$ cat src/rtl/gzhf_pkg.sv
// Package for the gzip member header and footer parser.
// Holds the parse phases, status codes, flag masks and the structs passed between modules.
// No dependencies.
`default_nettype none

package gzhf_pkg;

  typedef enum logic [3:0] {
    PH_MAG0  = 4'd0,
    PH_MAG1  = 4'd1,
    PH_FIXED = 4'd2,
    PH_XLEN  = 4'd3,
    PH_XDATA = 4'd4,
    PH_NAME  = 4'd5,
    PH_CMT   = 4'd6,
    PH_HCRC  = 4'd7,
    PH_DATA  = 4'd8,
    PH_BAD   = 4'd9
  } phase_t;

  typedef enum logic [1:0] {
    ST_OK        = 2'd0,
    ST_BAD_MAGIC = 2'd1,
    ST_TRUNC     = 2'd2
  } status_t;

  localparam logic [7:0] MAGIC0 = 8'h1f;
  localparam logic [7:0] MAGIC1 = 8'h8b;

  localparam logic [7:0] FLG_CRC16   = 8'h02;
  localparam logic [7:0] FLG_EXTRA   = 8'h04;
  localparam logic [7:0] FLG_NAME    = 8'h08;
  localparam logic [7:0] FLG_COMMENT = 8'h10;

  localparam logic [15:0] FIXED_FLAG_POS  = 16'd3;
  localparam logic [15:0] FIXED_STAMP_LO  = 16'd4;
  localparam logic [15:0] FIXED_STAMP_HI  = 16'd7;
  localparam logic [15:0] FIXED_LAST_POS  = 16'd9;
  localparam logic [15:0] FIXED_START_POS = 16'd2;

  localparam int WIN_DEPTH = 8;
  localparam int FILL_W    = $clog2(WIN_DEPTH + 1);

  typedef struct packed {
    logic        data_phase;
    logic        bad_magic;
    logic [31:0] mod_time;
    logic [15:0] extra_length;
    logic [31:0] header_length;
  } hdr_info_t;

  typedef struct packed {
    logic        pvalid;
    logic [7:0]  pbyte;
    logic        full_next;
    logic [31:0] crc;
    logic [31:0] size;
  } win_info_t;

  // First flagged optional section at or after the given phase, else the data phase.
  function automatic phase_t next_section(input phase_t from, input logic [7:0] flags);
    phase_t res;
    if (from <= PH_XLEN && (flags & FLG_EXTRA) != 8'h00) begin
      res = PH_XLEN;
    end else if (from <= PH_NAME && (flags & FLG_NAME) != 8'h00) begin
      res = PH_NAME;
    end else if (from <= PH_CMT && (flags & FLG_COMMENT) != 8'h00) begin
      res = PH_CMT;
    end else if (from <= PH_HCRC && (flags & FLG_CRC16) != 8'h00) begin
      res = PH_HCRC;
    end else begin
      res = PH_DATA;
    end
    return res;
  endfunction

endpackage

`default_nettype wire

$ cat src/rtl/gzhf_hdr.sv
// Header walker: phase state machine, field counter, flags, timestamp and extra length.
// Depends on gzhf_pkg.
`default_nettype none

module gzhf_hdr (
  input  wire logic               clk,
  input  wire logic               rst,
  input  wire logic               step,
  input  wire logic [7:0]         in_byte,
  input  wire logic               in_last,
  output gzhf_pkg::hdr_info_t     info
);

  gzhf_pkg::phase_t phase, phase_next;
  logic [15:0] field_counter, field_counter_next;
  logic [7:0]  flag_bits, flag_bits_next;
  logic [31:0] stamp_reg, stamp_reg_next;
  logic [15:0] extra_len_reg, extra_len_reg_next;
  logic [31:0] offset_count, offset_count_next;
  logic [15:0] xlen_full;
  logic [15:0] xcount;

  always_ff @(posedge clk) begin
    if (rst) begin
      phase         <= gzhf_pkg::PH_MAG0;
      field_counter <= '0;
      flag_bits     <= '0;
      stamp_reg     <= '0;
      extra_len_reg <= '0;
      offset_count  <= '0;
    end else begin
      phase         <= phase_next;
      field_counter <= field_counter_next;
      flag_bits     <= flag_bits_next;
      stamp_reg     <= stamp_reg_next;
      extra_len_reg <= extra_len_reg_next;
      offset_count  <= offset_count_next;
    end
  end

  assign xlen_full = {in_byte, extra_len_reg[7:0]};
  assign xcount    = field_counter + 16'd1;

  always_comb begin
    phase_next         = phase;
    field_counter_next = field_counter;
    flag_bits_next     = flag_bits;
    stamp_reg_next     = stamp_reg;
    extra_len_reg_next = extra_len_reg;
    offset_count_next  = offset_count;
    if (step) begin
      if (phase < gzhf_pkg::PH_DATA && offset_count != '1) begin
        offset_count_next = offset_count + 32'd1;
      end
      case (phase)
        gzhf_pkg::PH_MAG0: begin
          field_counter_next = '0;
          phase_next = (in_byte == gzhf_pkg::MAGIC0) ? gzhf_pkg::PH_MAG1 : gzhf_pkg::PH_BAD;
        end
        gzhf_pkg::PH_MAG1: begin
          if (in_byte == gzhf_pkg::MAGIC1) begin
            phase_next         = gzhf_pkg::PH_FIXED;
            field_counter_next = gzhf_pkg::FIXED_START_POS;
          end else begin
            phase_next         = gzhf_pkg::PH_BAD;
            field_counter_next = '0;
          end
        end
        gzhf_pkg::PH_FIXED: begin
          if (field_counter == gzhf_pkg::FIXED_FLAG_POS) begin
            flag_bits_next = in_byte;
          end else if (field_counter >= gzhf_pkg::FIXED_STAMP_LO &&
                       field_counter <= gzhf_pkg::FIXED_STAMP_HI) begin
            stamp_reg_next[{field_counter[1:0], 3'b000} +: 8] = in_byte;
          end
          if (field_counter >= gzhf_pkg::FIXED_LAST_POS) begin
            phase_next         = gzhf_pkg::next_section(gzhf_pkg::PH_XLEN, flag_bits);
            field_counter_next = '0;
          end else begin
            field_counter_next = xcount;
          end
        end
        gzhf_pkg::PH_XLEN: begin
          if (field_counter == '0) begin
            extra_len_reg_next = {8'h00, in_byte};
            field_counter_next = 16'd1;
          end else begin
            extra_len_reg_next = xlen_full;
            field_counter_next = '0;
            phase_next = (xlen_full == '0) ?
                         gzhf_pkg::next_section(gzhf_pkg::PH_NAME, flag_bits) :
                         gzhf_pkg::PH_XDATA;
          end
        end
        gzhf_pkg::PH_XDATA: begin
          field_counter_next = xcount;
          if (xcount >= extra_len_reg) begin
            phase_next         = gzhf_pkg::next_section(gzhf_pkg::PH_NAME, flag_bits);
            field_counter_next = '0;
          end
        end
        gzhf_pkg::PH_NAME: begin
          if (in_byte == 8'h00) begin
            phase_next         = gzhf_pkg::next_section(gzhf_pkg::PH_CMT, flag_bits);
            field_counter_next = '0;
          end
        end
        gzhf_pkg::PH_CMT: begin
          if (in_byte == 8'h00) begin
            phase_next         = gzhf_pkg::next_section(gzhf_pkg::PH_HCRC, flag_bits);
            field_counter_next = '0;
          end
        end
        gzhf_pkg::PH_HCRC: begin
          if (field_counter == '0) begin
            field_counter_next = 16'd1;
          end else begin
            phase_next         = gzhf_pkg::PH_DATA;
            field_counter_next = '0;
          end
        end
        default: begin
        end
      endcase
      if (in_last) begin
        phase_next         = gzhf_pkg::PH_MAG0;
        field_counter_next = '0;
        flag_bits_next     = '0;
        stamp_reg_next     = '0;
        extra_len_reg_next = '0;
        offset_count_next  = '0;
      end
    end
  end

  always_comb begin
    info.data_phase    = (phase == gzhf_pkg::PH_DATA);
    info.bad_magic     = (phase == gzhf_pkg::PH_BAD) ||
                         (phase == gzhf_pkg::PH_MAG0 && in_byte != gzhf_pkg::MAGIC0) ||
                         (phase == gzhf_pkg::PH_MAG1 && in_byte != gzhf_pkg::MAGIC1);
    info.mod_time      = stamp_reg;
    info.extra_length  = extra_len_reg;
    info.header_length = offset_count;
  end

endmodule

`default_nettype wire

$ cat src/rtl/gzhf_win.sv
// Eight-byte delay window that holds back the footer and releases payload bytes.
// Depends on gzhf_pkg.
`default_nettype none

module gzhf_win (
  input  wire logic               clk,
  input  wire logic               rst,
  input  wire logic               step,
  input  wire logic               data_phase,
  input  wire logic [7:0]         in_byte,
  input  wire logic               in_last,
  output gzhf_pkg::win_info_t     info
);

  logic [7:0] win [gzhf_pkg::WIN_DEPTH];
  logic [gzhf_pkg::FILL_W-1:0] fill, fill_next;
  logic full;
  logic shift;

  assign full  = (fill == gzhf_pkg::FILL_W'(gzhf_pkg::WIN_DEPTH));
  assign shift = step && data_phase;

  always_comb begin
    fill_next = fill;
    if (shift && !full) begin
      fill_next = fill + gzhf_pkg::FILL_W'(1);
    end
    if (step && in_last) begin
      fill_next = '0;
    end
  end

  always_ff @(posedge clk) begin
    if (rst) begin
      fill <= '0;
    end else begin
      fill <= fill_next;
    end
  end

  // The window always shifts toward entry zero; once full, entry zero is the oldest byte.
  always_ff @(posedge clk) begin
    if (shift) begin
      for (int i = 0; i < gzhf_pkg::WIN_DEPTH - 1; i++) begin
        win[i] <= win[i+1];
      end
      win[gzhf_pkg::WIN_DEPTH-1] <= in_byte;
    end
  end

  always_comb begin
    info.pvalid    = shift && full;
    info.pbyte     = win[0];
    info.full_next = full || (fill == gzhf_pkg::FILL_W'(gzhf_pkg::WIN_DEPTH - 1));
    info.crc       = {win[4], win[3], win[2], win[1]};
    info.size      = {in_byte, win[7], win[6], win[5]};
  end

endmodule

`default_nettype wire

$ cat src/rtl/gzip_header_footer_parser.sv
// Top level of the gzip member header and footer parser, with the result register.
// Depends on gzhf_pkg, gzhf_hdr and gzhf_win.
// Output: a result is registered and appears on the outputs in the cycle after its input byte is accepted.
// Throughput: one byte per cycle while out_ready is high; a new byte is taken while the result register drains.
// Reset: synchronous; the parser returns to the first magic byte with an empty window.
// The same state is restored after every byte that carries in_last.
`default_nettype none

module gzip_header_footer_parser (
  input  wire logic        clk,
  input  wire logic        rst,
  input  wire logic        in_valid,
  output      logic        in_ready,
  input  wire logic [7:0]  in_byte,
  input  wire logic        in_last,
  output      logic        out_valid,
  input  wire logic        out_ready,
  output      logic [7:0]  payload_byte,
  output      logic        payload_valid,
  output      logic        member_done,
  output      logic [1:0]  parse_status,
  output      logic [31:0] mod_time,
  output      logic [15:0] extra_length,
  output      logic [31:0] header_length,
  output      logic [31:0] data_crc,
  output      logic [31:0] plain_size
);

  gzhf_pkg::hdr_info_t hdr;
  gzhf_pkg::win_info_t win;
  logic step;
  logic emit;
  logic ok;
  gzhf_pkg::status_t status;

  assign in_ready = !out_valid || out_ready;
  assign step     = in_valid && in_ready;

  gzhf_hdr u_hdr (
    .clk     (clk),
    .rst     (rst),
    .step    (step),
    .in_byte (in_byte),
    .in_last (in_last),
    .info    (hdr)
  );

  gzhf_win u_win (
    .clk        (clk),
    .rst        (rst),
    .step       (step),
    .data_phase (hdr.data_phase),
    .in_byte    (in_byte),
    .in_last    (in_last),
    .info       (win)
  );

  assign emit = step && (win.pvalid || in_last);
  assign ok   = in_last && !hdr.bad_magic && hdr.data_phase && win.full_next;

  always_comb begin
    if (!in_last) begin
      status = gzhf_pkg::ST_OK;
    end else if (hdr.bad_magic) begin
      status = gzhf_pkg::ST_BAD_MAGIC;
    end else if (ok) begin
      status = gzhf_pkg::ST_OK;
    end else begin
      status = gzhf_pkg::ST_TRUNC;
    end
  end

  always_ff @(posedge clk) begin
    if (rst) begin
      out_valid <= 1'b0;
    end else if (emit) begin
      out_valid <= 1'b1;
    end else if (out_ready) begin
      out_valid <= 1'b0;
    end
  end

  always_ff @(posedge clk) begin
    if (emit) begin
      payload_byte  <= win.pvalid ? win.pbyte : 8'h00;
      payload_valid <= win.pvalid;
      member_done   <= in_last;
      parse_status  <= status;
      mod_time      <= ok ? hdr.mod_time : 32'h0;
      extra_length  <= ok ? hdr.extra_length : 16'h0;
      header_length <= ok ? hdr.header_length : 32'h0;
      data_crc      <= ok ? win.crc : 32'h0;
      plain_size    <= ok ? win.size : 32'h0;
    end
  end

  a_reset_empty: assert property (@(posedge clk) rst |=> !out_valid)
    else $error("result register not empty after reset");

  a_no_payload_outside_data: assert property (@(posedge clk) disable iff (rst)
    !hdr.data_phase |-> !win.pvalid)
    else $error("payload released outside the data phase");

  a_payload_last_is_ok: assert property (@(posedge clk) disable iff (rst)
    out_valid && payload_valid && member_done |-> parse_status == gzhf_pkg::ST_OK)
    else $error("payload emitted with a failing status");

  a_fields_zero_on_error: assert property (@(posedge clk) disable iff (rst)
    out_valid && member_done && parse_status != gzhf_pkg::ST_OK |->
      mod_time == 32'h0 && extra_length == 16'h0 && data_crc == 32'h0)
    else $error("summary fields not cleared on a failing status");

endmodule

`default_nettype wire
$ cat config.mk
export PLATFORM = sky130hd
export DESIGN_NAME = gzip_header_footer_parser
export DESIGN_NICKNAME = d
export VERILOG_FILES = /design/src/rtl/gzhf_pkg.sv /design/src/rtl/gzhf_hdr.sv /design/src/rtl/gzhf_win.sv /design/src/rtl/gzip_header_footer_parser.sv
export SDC_FILE = /design/constraint.sdc
export NUM_CORES = 1
export LEC_CHECK = 0
export BUFFER_PORTS_ARGS = -buffer_cell sky130_fd_sc_hd__buf_2
export CAP_MARGIN = 25
export CORE_MARGIN = 1.5
export CORE_UTILIZATION = 58
export DETAILED_ROUTE_END_ITERATION = 8
export PLACE_DENSITY = 0.8
export SYNTH_ARGS = -nofsm -noshare
export SYNTH_HDL_FRONTEND = slang
export SYNTH_HIERARCHICAL = 1
export SYNTH_SLANG_ARGS = --single-unit
export TNS_END_PERCENT = 100
$ cat constraint.sdc
create_clock -name clk -period 6.1 [get_ports clk]
set_clock_uncertainty 0.05 [all_clocks]
set_input_delay 0.305 -clock clk [delete_from_list [all_inputs] [get_ports clk]]
set_output_delay 0.305 -clock clk [all_outputs]
set_load 0.05 [all_outputs]
==> results of run 1 <==
cells by family after synthesis:
group | synth area share (%)
mux | 0.494
xor+xnor | 1.97
flops | 61.9
fa+ha+maj | 2.12
compound gates | 8.26
buf+inv | 4.94
simple gates | 20.3
final cells by class:
type                            instances  area, um2  area share (%)
Clock buffer                           43        916            5.70
Clock inverter                         19        198            1.23
Inverter                               31        116           0.724
Multi-Input combinational cell        728       4720            29.3
Sequential cell                       329       8790            54.7
Tap cell                              324        405            2.52
Timing Repair Buffer                  177        936            5.82
critical path, cell delays in order, from the launching register on:
cell and delay [ps]:
dfxtp_1 550, ha_1 260, nand3_1 170, or2_2 380
nor3_1 230, xnor2_1 130, ha_1 320, nand4_1 100
nor3_1 280, a221oi_1 130, and3_1 440, nor4_4 520
mux2i_1 230
power by group:
group,switching [uW],internal (uW),total [uW]
clock,863,1170,2040
combinational,253,58.1,311
sequential,24.1,2430,2450
worst max-delay path by stage:
stage                           start                to  slack (ps)  depth (start not counted)
3_5_place_dp                out_ready  extra_length[11]        2290                          7
4_1_cts                u_hdr/phase[3]      mod_time[13]        2300                          5
2_1_floorplan               out_valid       data_crc[0]         720                          5
6_report       u_hdr/field_counter[0]    u_hdr/phase[1]        2250                         12
3_3_place_gp                out_ready  extra_length[14]        2430                          7
5_1_grt        u_hdr/field_counter[0]    u_hdr/phase[0]        2010                         12
stage by stage:
stage	utilization (%)	power [uW]	instance area, um2	hold slack (ps)	cells
floorplan	-	2750	14200	324	1165
global placement	61.8	2810	14900	370	1588
detailed placement	61.8	2810	14900	374	1588
CTS	66.4	4830	16000	34.0	1650
global route	66.5	4950	16100	47.9	1651
finish	66.5	4800	16100	48.0	1651
cell usage after synthesis, types with 4 or more instances:
cell type | instances | share of area (%)
a22oi_1 | 22 | 1.2
and2_1 | 158 | 7.0
nor4_1 | 9 | 0.40
ha_1 | 24 | 2.1
o2111ai_1 | 4 | 0.25
and4_1 | 6 | 0.37
edfxtp_1 | 220 | 47
clkbuf_1 | 31 | 0.82
and3_1 | 16 | 0.71
inv_1 | 31 | 0.82
mux2i_1 | 7 | 0.49
a31o_2 | 5 | 0.31
or2_2 | 6 | 0.26
buf_4 | 10 | 0.53
nor2_1 | 67 | 1.8
or3_1 | 7 | 0.31
buf_6 | 17 | 1.3
nand4_1 | 15 | 0.66
xnor2_1 | 15 | 0.93
a41oi_1 | 4 | 0.25
nand3b_1 | 6 | 0.32
nand3_1 | 49 | 1.7
dfxtp_1 | 109 | 15
nand2b_1 | 45 | 2.0
xor2_1 | 17 | 1.0
buf_2 | 9 | 0.32
o21ai_2 | 7 | 0.43
nor2b_1 | 4 | 0.18
nor3_1 | 17 | 0.60
a21oi_1 | 38 | 1.3
nand2_1 | 54 | 1.4
o211ai_1 | 17 | 0.90
o21ai_0 | 45 | 1.6
nor2_4 | 4 | 0.32
metal layers:
| metal | share of wire [%] | wire, um | global-route usage (%) |
|---|---|---|---|
| met5 | 0 | 0 | 0 |
| met4 | 2.7 | 774 | 8.02 |
| met3 | 6.3 | 1810 | 3.52 |
| met2 | 47 | 13600 | 35.8 |
| met1 | 44 | 12500 | 31.1 |
==> run summary, run 1 <==
initial antenna violation count - 0
RePlAce Congestion - 0.891
CP Class - reg -> reg
Critical Path Source Type - register
Required @ worst endpoint - 6510 ps
largest net degree at the start of global routing - 99
worst setup margin - 2250 ps
Mean Syn Cell Area - 12.2 um2
TritonCTS clock tree - built
mean routed wirelength per cell - 17.3 um
dpl ws - 2290 ps
Post-CTS Resized - 0
leakage power - 0.00584 uW
reg2reg path depth - 12
Post-Route Setup TNS - 0 ps
min Tclk post-route - 3850 ps
unique cell type count in the Yosys netlist - 79
Max Cap Viol - 0
Post-synth EDFFs - 220
Pwr Density - 299 nW/um2
P&R area growth vs syn - 13.3%
Slew headroom - 27.1%
CTS Buf Count - 34
Worst Hold Endpoint - out_valid
WP data arrival - 4260 ps
first-pass GRT wire length - 45500 um
Slew @ Worst Pin - 1090 ps
Mapped Area - 14200 um2
Clk Latency, worst-skew pair - 530 ps
total clock sinks - 329
CTS Hold Bufs - 0
critical path capture point type - register
vias in the first global route - 8681
most frequent cells in the layout - edfxtp_1, buf_2, and2_1
drt pass-1 iters - 7
Reg with most FFs - u_win/win
Mapped Nets - 1202
fraction of registers with async set or reset after synthesis - 0%
die span in y - 159 um
Overflow after GRT - 0
number of setup buffers added after CTS - 0
root buffer cell - clkbuf_16
fin crit share - 63.1%
Initial DRC Count - 724
Worst R2R Setup Slack - 2250 ps
Nets - 1338
final antenna diode count - 0
commonest non-fill, non-tap cell in the layout - edfxtp_1
Vias - 9302
RR Endpoint - u_hdr/phase[1]
Filler Cell Count - 1768
Synth Instances - 1165
Worst-path clk slew - 70 ps
min-delay src - in_valid
peak supply drop - 0.217 mV
crit-path max FO - 17
yosys warns - 6
Clock Tree Buf Depth - 3
synthesized flop and latch total - 329
HP Class - in -> reg
FP Rows - 57
# DRC - 0
core area - 24200 um2
layout cell share with drive strength beyond 1 - 20.5%
hold path cells - 3
Peak Freq - 0.260 GHz
drt via density - 5.63
CTS H-tree lvls - 2
die width - 159 um
final-report setup violation count - 0
GR Util All Layers - 22.3%
status - completed
max reg flops - 64
Hold Fails Final Rpt - 0
Antenna Nets Post-Route - 0
I/O Buffers - 170
# IOs - 171
DP Wirelength - 18500 um
Initial Util - 58.7%
Slew Limit Fails - 0
RSZ-0062 raised after global routing - no
Worst R2R Start - u_hdr/field_counter[0]
Post-synth top flop - edfxtp_1
total wire length - 28600 um
die area - 25400 um2
sequential area share after synthesis - 61.9%
Note: power is estimated with default switching activity, not from simulation.
==> run 2, diff against run 1 <==
==> constraint.sdc (replaced) <==
create_clock -name clk -period 3.9 [get_ports clk]
set_clock_uncertainty 0.05 [all_clocks]
set_input_delay 0.195 -clock clk [delete_from_list [all_inputs] [get_ports clk]]
set_output_delay 0.195 -clock clk [all_outputs]
set_load 0.05 [all_outputs]
==> run 2 against run 1 <==
  * Critical path type unchanged
  * Utilization rose by 0.58 points
  * Largest power group unchanged
  * Die area stayed put
  * Routed wire length grew 1.0%
  * Cell area rose by 0.87%
  * Hold slack lost 16 ps
  * Largest cell class unchanged
  * Cell count is 0.73% higher
==> run summary, run 2 (synthesis results as in run 1) <==
status - completed
die span in y - 159 um (unchanged)
top sig layer - met4
drt pass-1 iters - 5 (-2)
FP Rows - 57 (unchanged)
TritonCTS clock tree - built
Slew Limit Fails - 0 (unchanged)
Max Cap Viol - 0 (unchanged)
Clk Latency, worst-skew pair - 520 ps (about the same)
Slew headroom - 40.4% (+13 points)
P&R area growth vs syn - 14.2%
number of setup buffers added after CTS - 0 (unchanged)
CTS Buf Count - 34 (unchanged)
critical path capture point type - register
Sw Ratio - 23.5% (-0.27 points)
RePlAce Congestion - 0.874 (-1.9%)
Worst R2R Setup Slack - 390 ps (-1870 ps)
Peak Freq - 0.285 GHz (+9.5%)
HP Class - in -> reg
Clock Tree Buf Depth - 3 (unchanged)
DP Wirelength - 18800 um (+1.2%)
CTS H-tree lvls - 2 (unchanged)
Reg with most FFs - u_win/win
Initial Util - 58.7% (unchanged)
drt via density - 5.60 (-0.63%)
Internal - 5750 uW (+57%)
WP data arrival - 3910 ps (-350 ps)
I/O Buffers - 170 (unchanged)
# DRC - 0 (unchanged)
Pwr Density - 464 nW/um2 (+55%)
Worst-path clk slew - 60 ps (about the same)
final-report setup violation count - 0 (unchanged)
vias in the first global route - 8696 (+0.17%)
peak supply drop - 0.304 mV (+40%)
post-route cell area - 16200 um2 (+0.87%)
Gate power share - 6.6% (about the same)
Filler Cell Count - 1720 (-2.7%)
total wire length - 28900 um (+1.0%)
Nets - 1351 (+0.97%)
fin crit share - 90.1% (+27 points)
min-delay src - rst
die area - 25400 um2 (unchanged)
sequential power share - 51.0% (about the same)
leakage power - 0.00591 uW (+1.2%)
wl on met1 - 12800 um (+2.8%)
Cell Area, Placed - 15100 um2 (+0.99%)
RSZ-0062 raised after global routing - no
Hold Fails Final Rpt - 0 (unchanged)
Overflow after GRT - 0 (unchanged)
Post-Route Setup TNS - 0 ps (unchanged)
fin util - 67.1% (+0.58 points)
CP Class - reg -> reg
final antenna diode count - 0 (unchanged)
die width - 159 um (unchanged)
Critical Path Source Type - register
first-pass GRT wire length - 46000 um (+1.1%)
P_sw - 1770 uW (+55%)
clock network fraction of design power - 42.4% (about the same)
DR WL met3 - 1500 um (-17%)
Slew @ Worst Pin - 894 ps (-193 ps)
total clock sinks - 329 (unchanged)
dpl ws - 258 ps (-2030 ps)
crit-path max FO - 7 (-10)
metal2 WL - 14200 um (+4.6%)
Antenna Nets Post-Route - 0 (unchanged)
Vias - 9311 (+0.097%)
Critical Path Start - u_hdr/field_counter[1]
max reg flops - 64 (unchanged)
largest net degree at the start of global routing - 73 (-26%)
mean routed wirelength per cell - 17.4 um (+0.31%)
Worst R2R Start - u_hdr/field_counter[1]
Initial DRC Count - 764 (+5.5%)
Required @ worst endpoint - 4290 ps (-2220 ps)
core area - 24200 um2 (unchanged)
commonest non-fill, non-tap cell in the layout - edfxtp_1
GR Util All Layers - 22.6% (+0.29 points)
layout cell share with drive strength beyond 1 - 21.3% (+0.79 points)
worst setup margin - 385 ps (-1870 ps)
initial antenna violation count - 0 (unchanged)
root buffer cell - clkbuf_16
# IOs - 171 (unchanged)
min Tclk post-route - 3510 ps (-333 ps)
most frequent cells in the layout - edfxtp_1, buf_2, and2_1
[run 2: worst paths after layout]
path,end,cells past startpoint
min,u_hdr/extra_len_reg[10],2
max reg2reg,u_hdr/phase[1],13
min reg2reg,u_win/win[1][12],0
max,u_hdr/phase[1],13
[run 2: layout make-up]
type                            count  area, um2  share of cell area [%]
Inverter                           31        116                   0.718
Multi-Input combinational cell    728       4720                    29.1
Clock buffer                       44        938                    5.79
Clock inverter                     17        180                    1.11
Timing Repair Buffer              190       1070                    6.57
Tap cell                          324        405                    2.50
Sequential cell                   329       8790                    54.2
[run 2: timing repair]
item                       4_1_cts  5_1_grt
resized for setup                0        1
hold endpoints to repair         1        0
hold buffers                     1        0
setup endpoints to repair        0        4
[run 2: power groups by stage]
stage | registers [uW] | clock network [uW] | logic (uW)
2_1_floorplan | 4120 | 0 | 165
3_3_place_gp | 3900 | 0 | 493
3_5_place_dp | 3910 | 0 | 498
4_1_cts | 3830 | 3240 | 500
5_1_grt | 3840 | 3390 | 521
6_report | 3830 | 3190 | 498
[run 2: per-layer routing]
| layer | vias up | GRT usage, % |
|---|---|---|
| li1 | 4486 | - |
| met1 | 4508 | 30.9 |
| met2 | 279 | 38.0 |
| met3 | 38 | 3.67 |
| met4 | 0 | 5.53 |
| met5 | - | 0 |
[run 2: metrics by stage]
stage	hold slack (ps)	std cells	total power, uW
floorplan	214	1165	4290
finish	31.6	1663	7520
global route	20.0	1663	7750
detailed placement	373	1601	4400
CTS	20.1	1663	7580
global placement	369	1601	4400
[run 2: worst max-delay path, cell delays in order, from the launching register on]
cell      delay (ps)
dfxtp_1          440
ha_1             240
nand3_1          160
or2_2            390
and2_1           180
or2_2            300
ha_1             290
nand2_1           50
o21ai_0          230
a221oi_1         120
and3_1           270
buf_4            200
nor4_4           290
mux2i_1          240
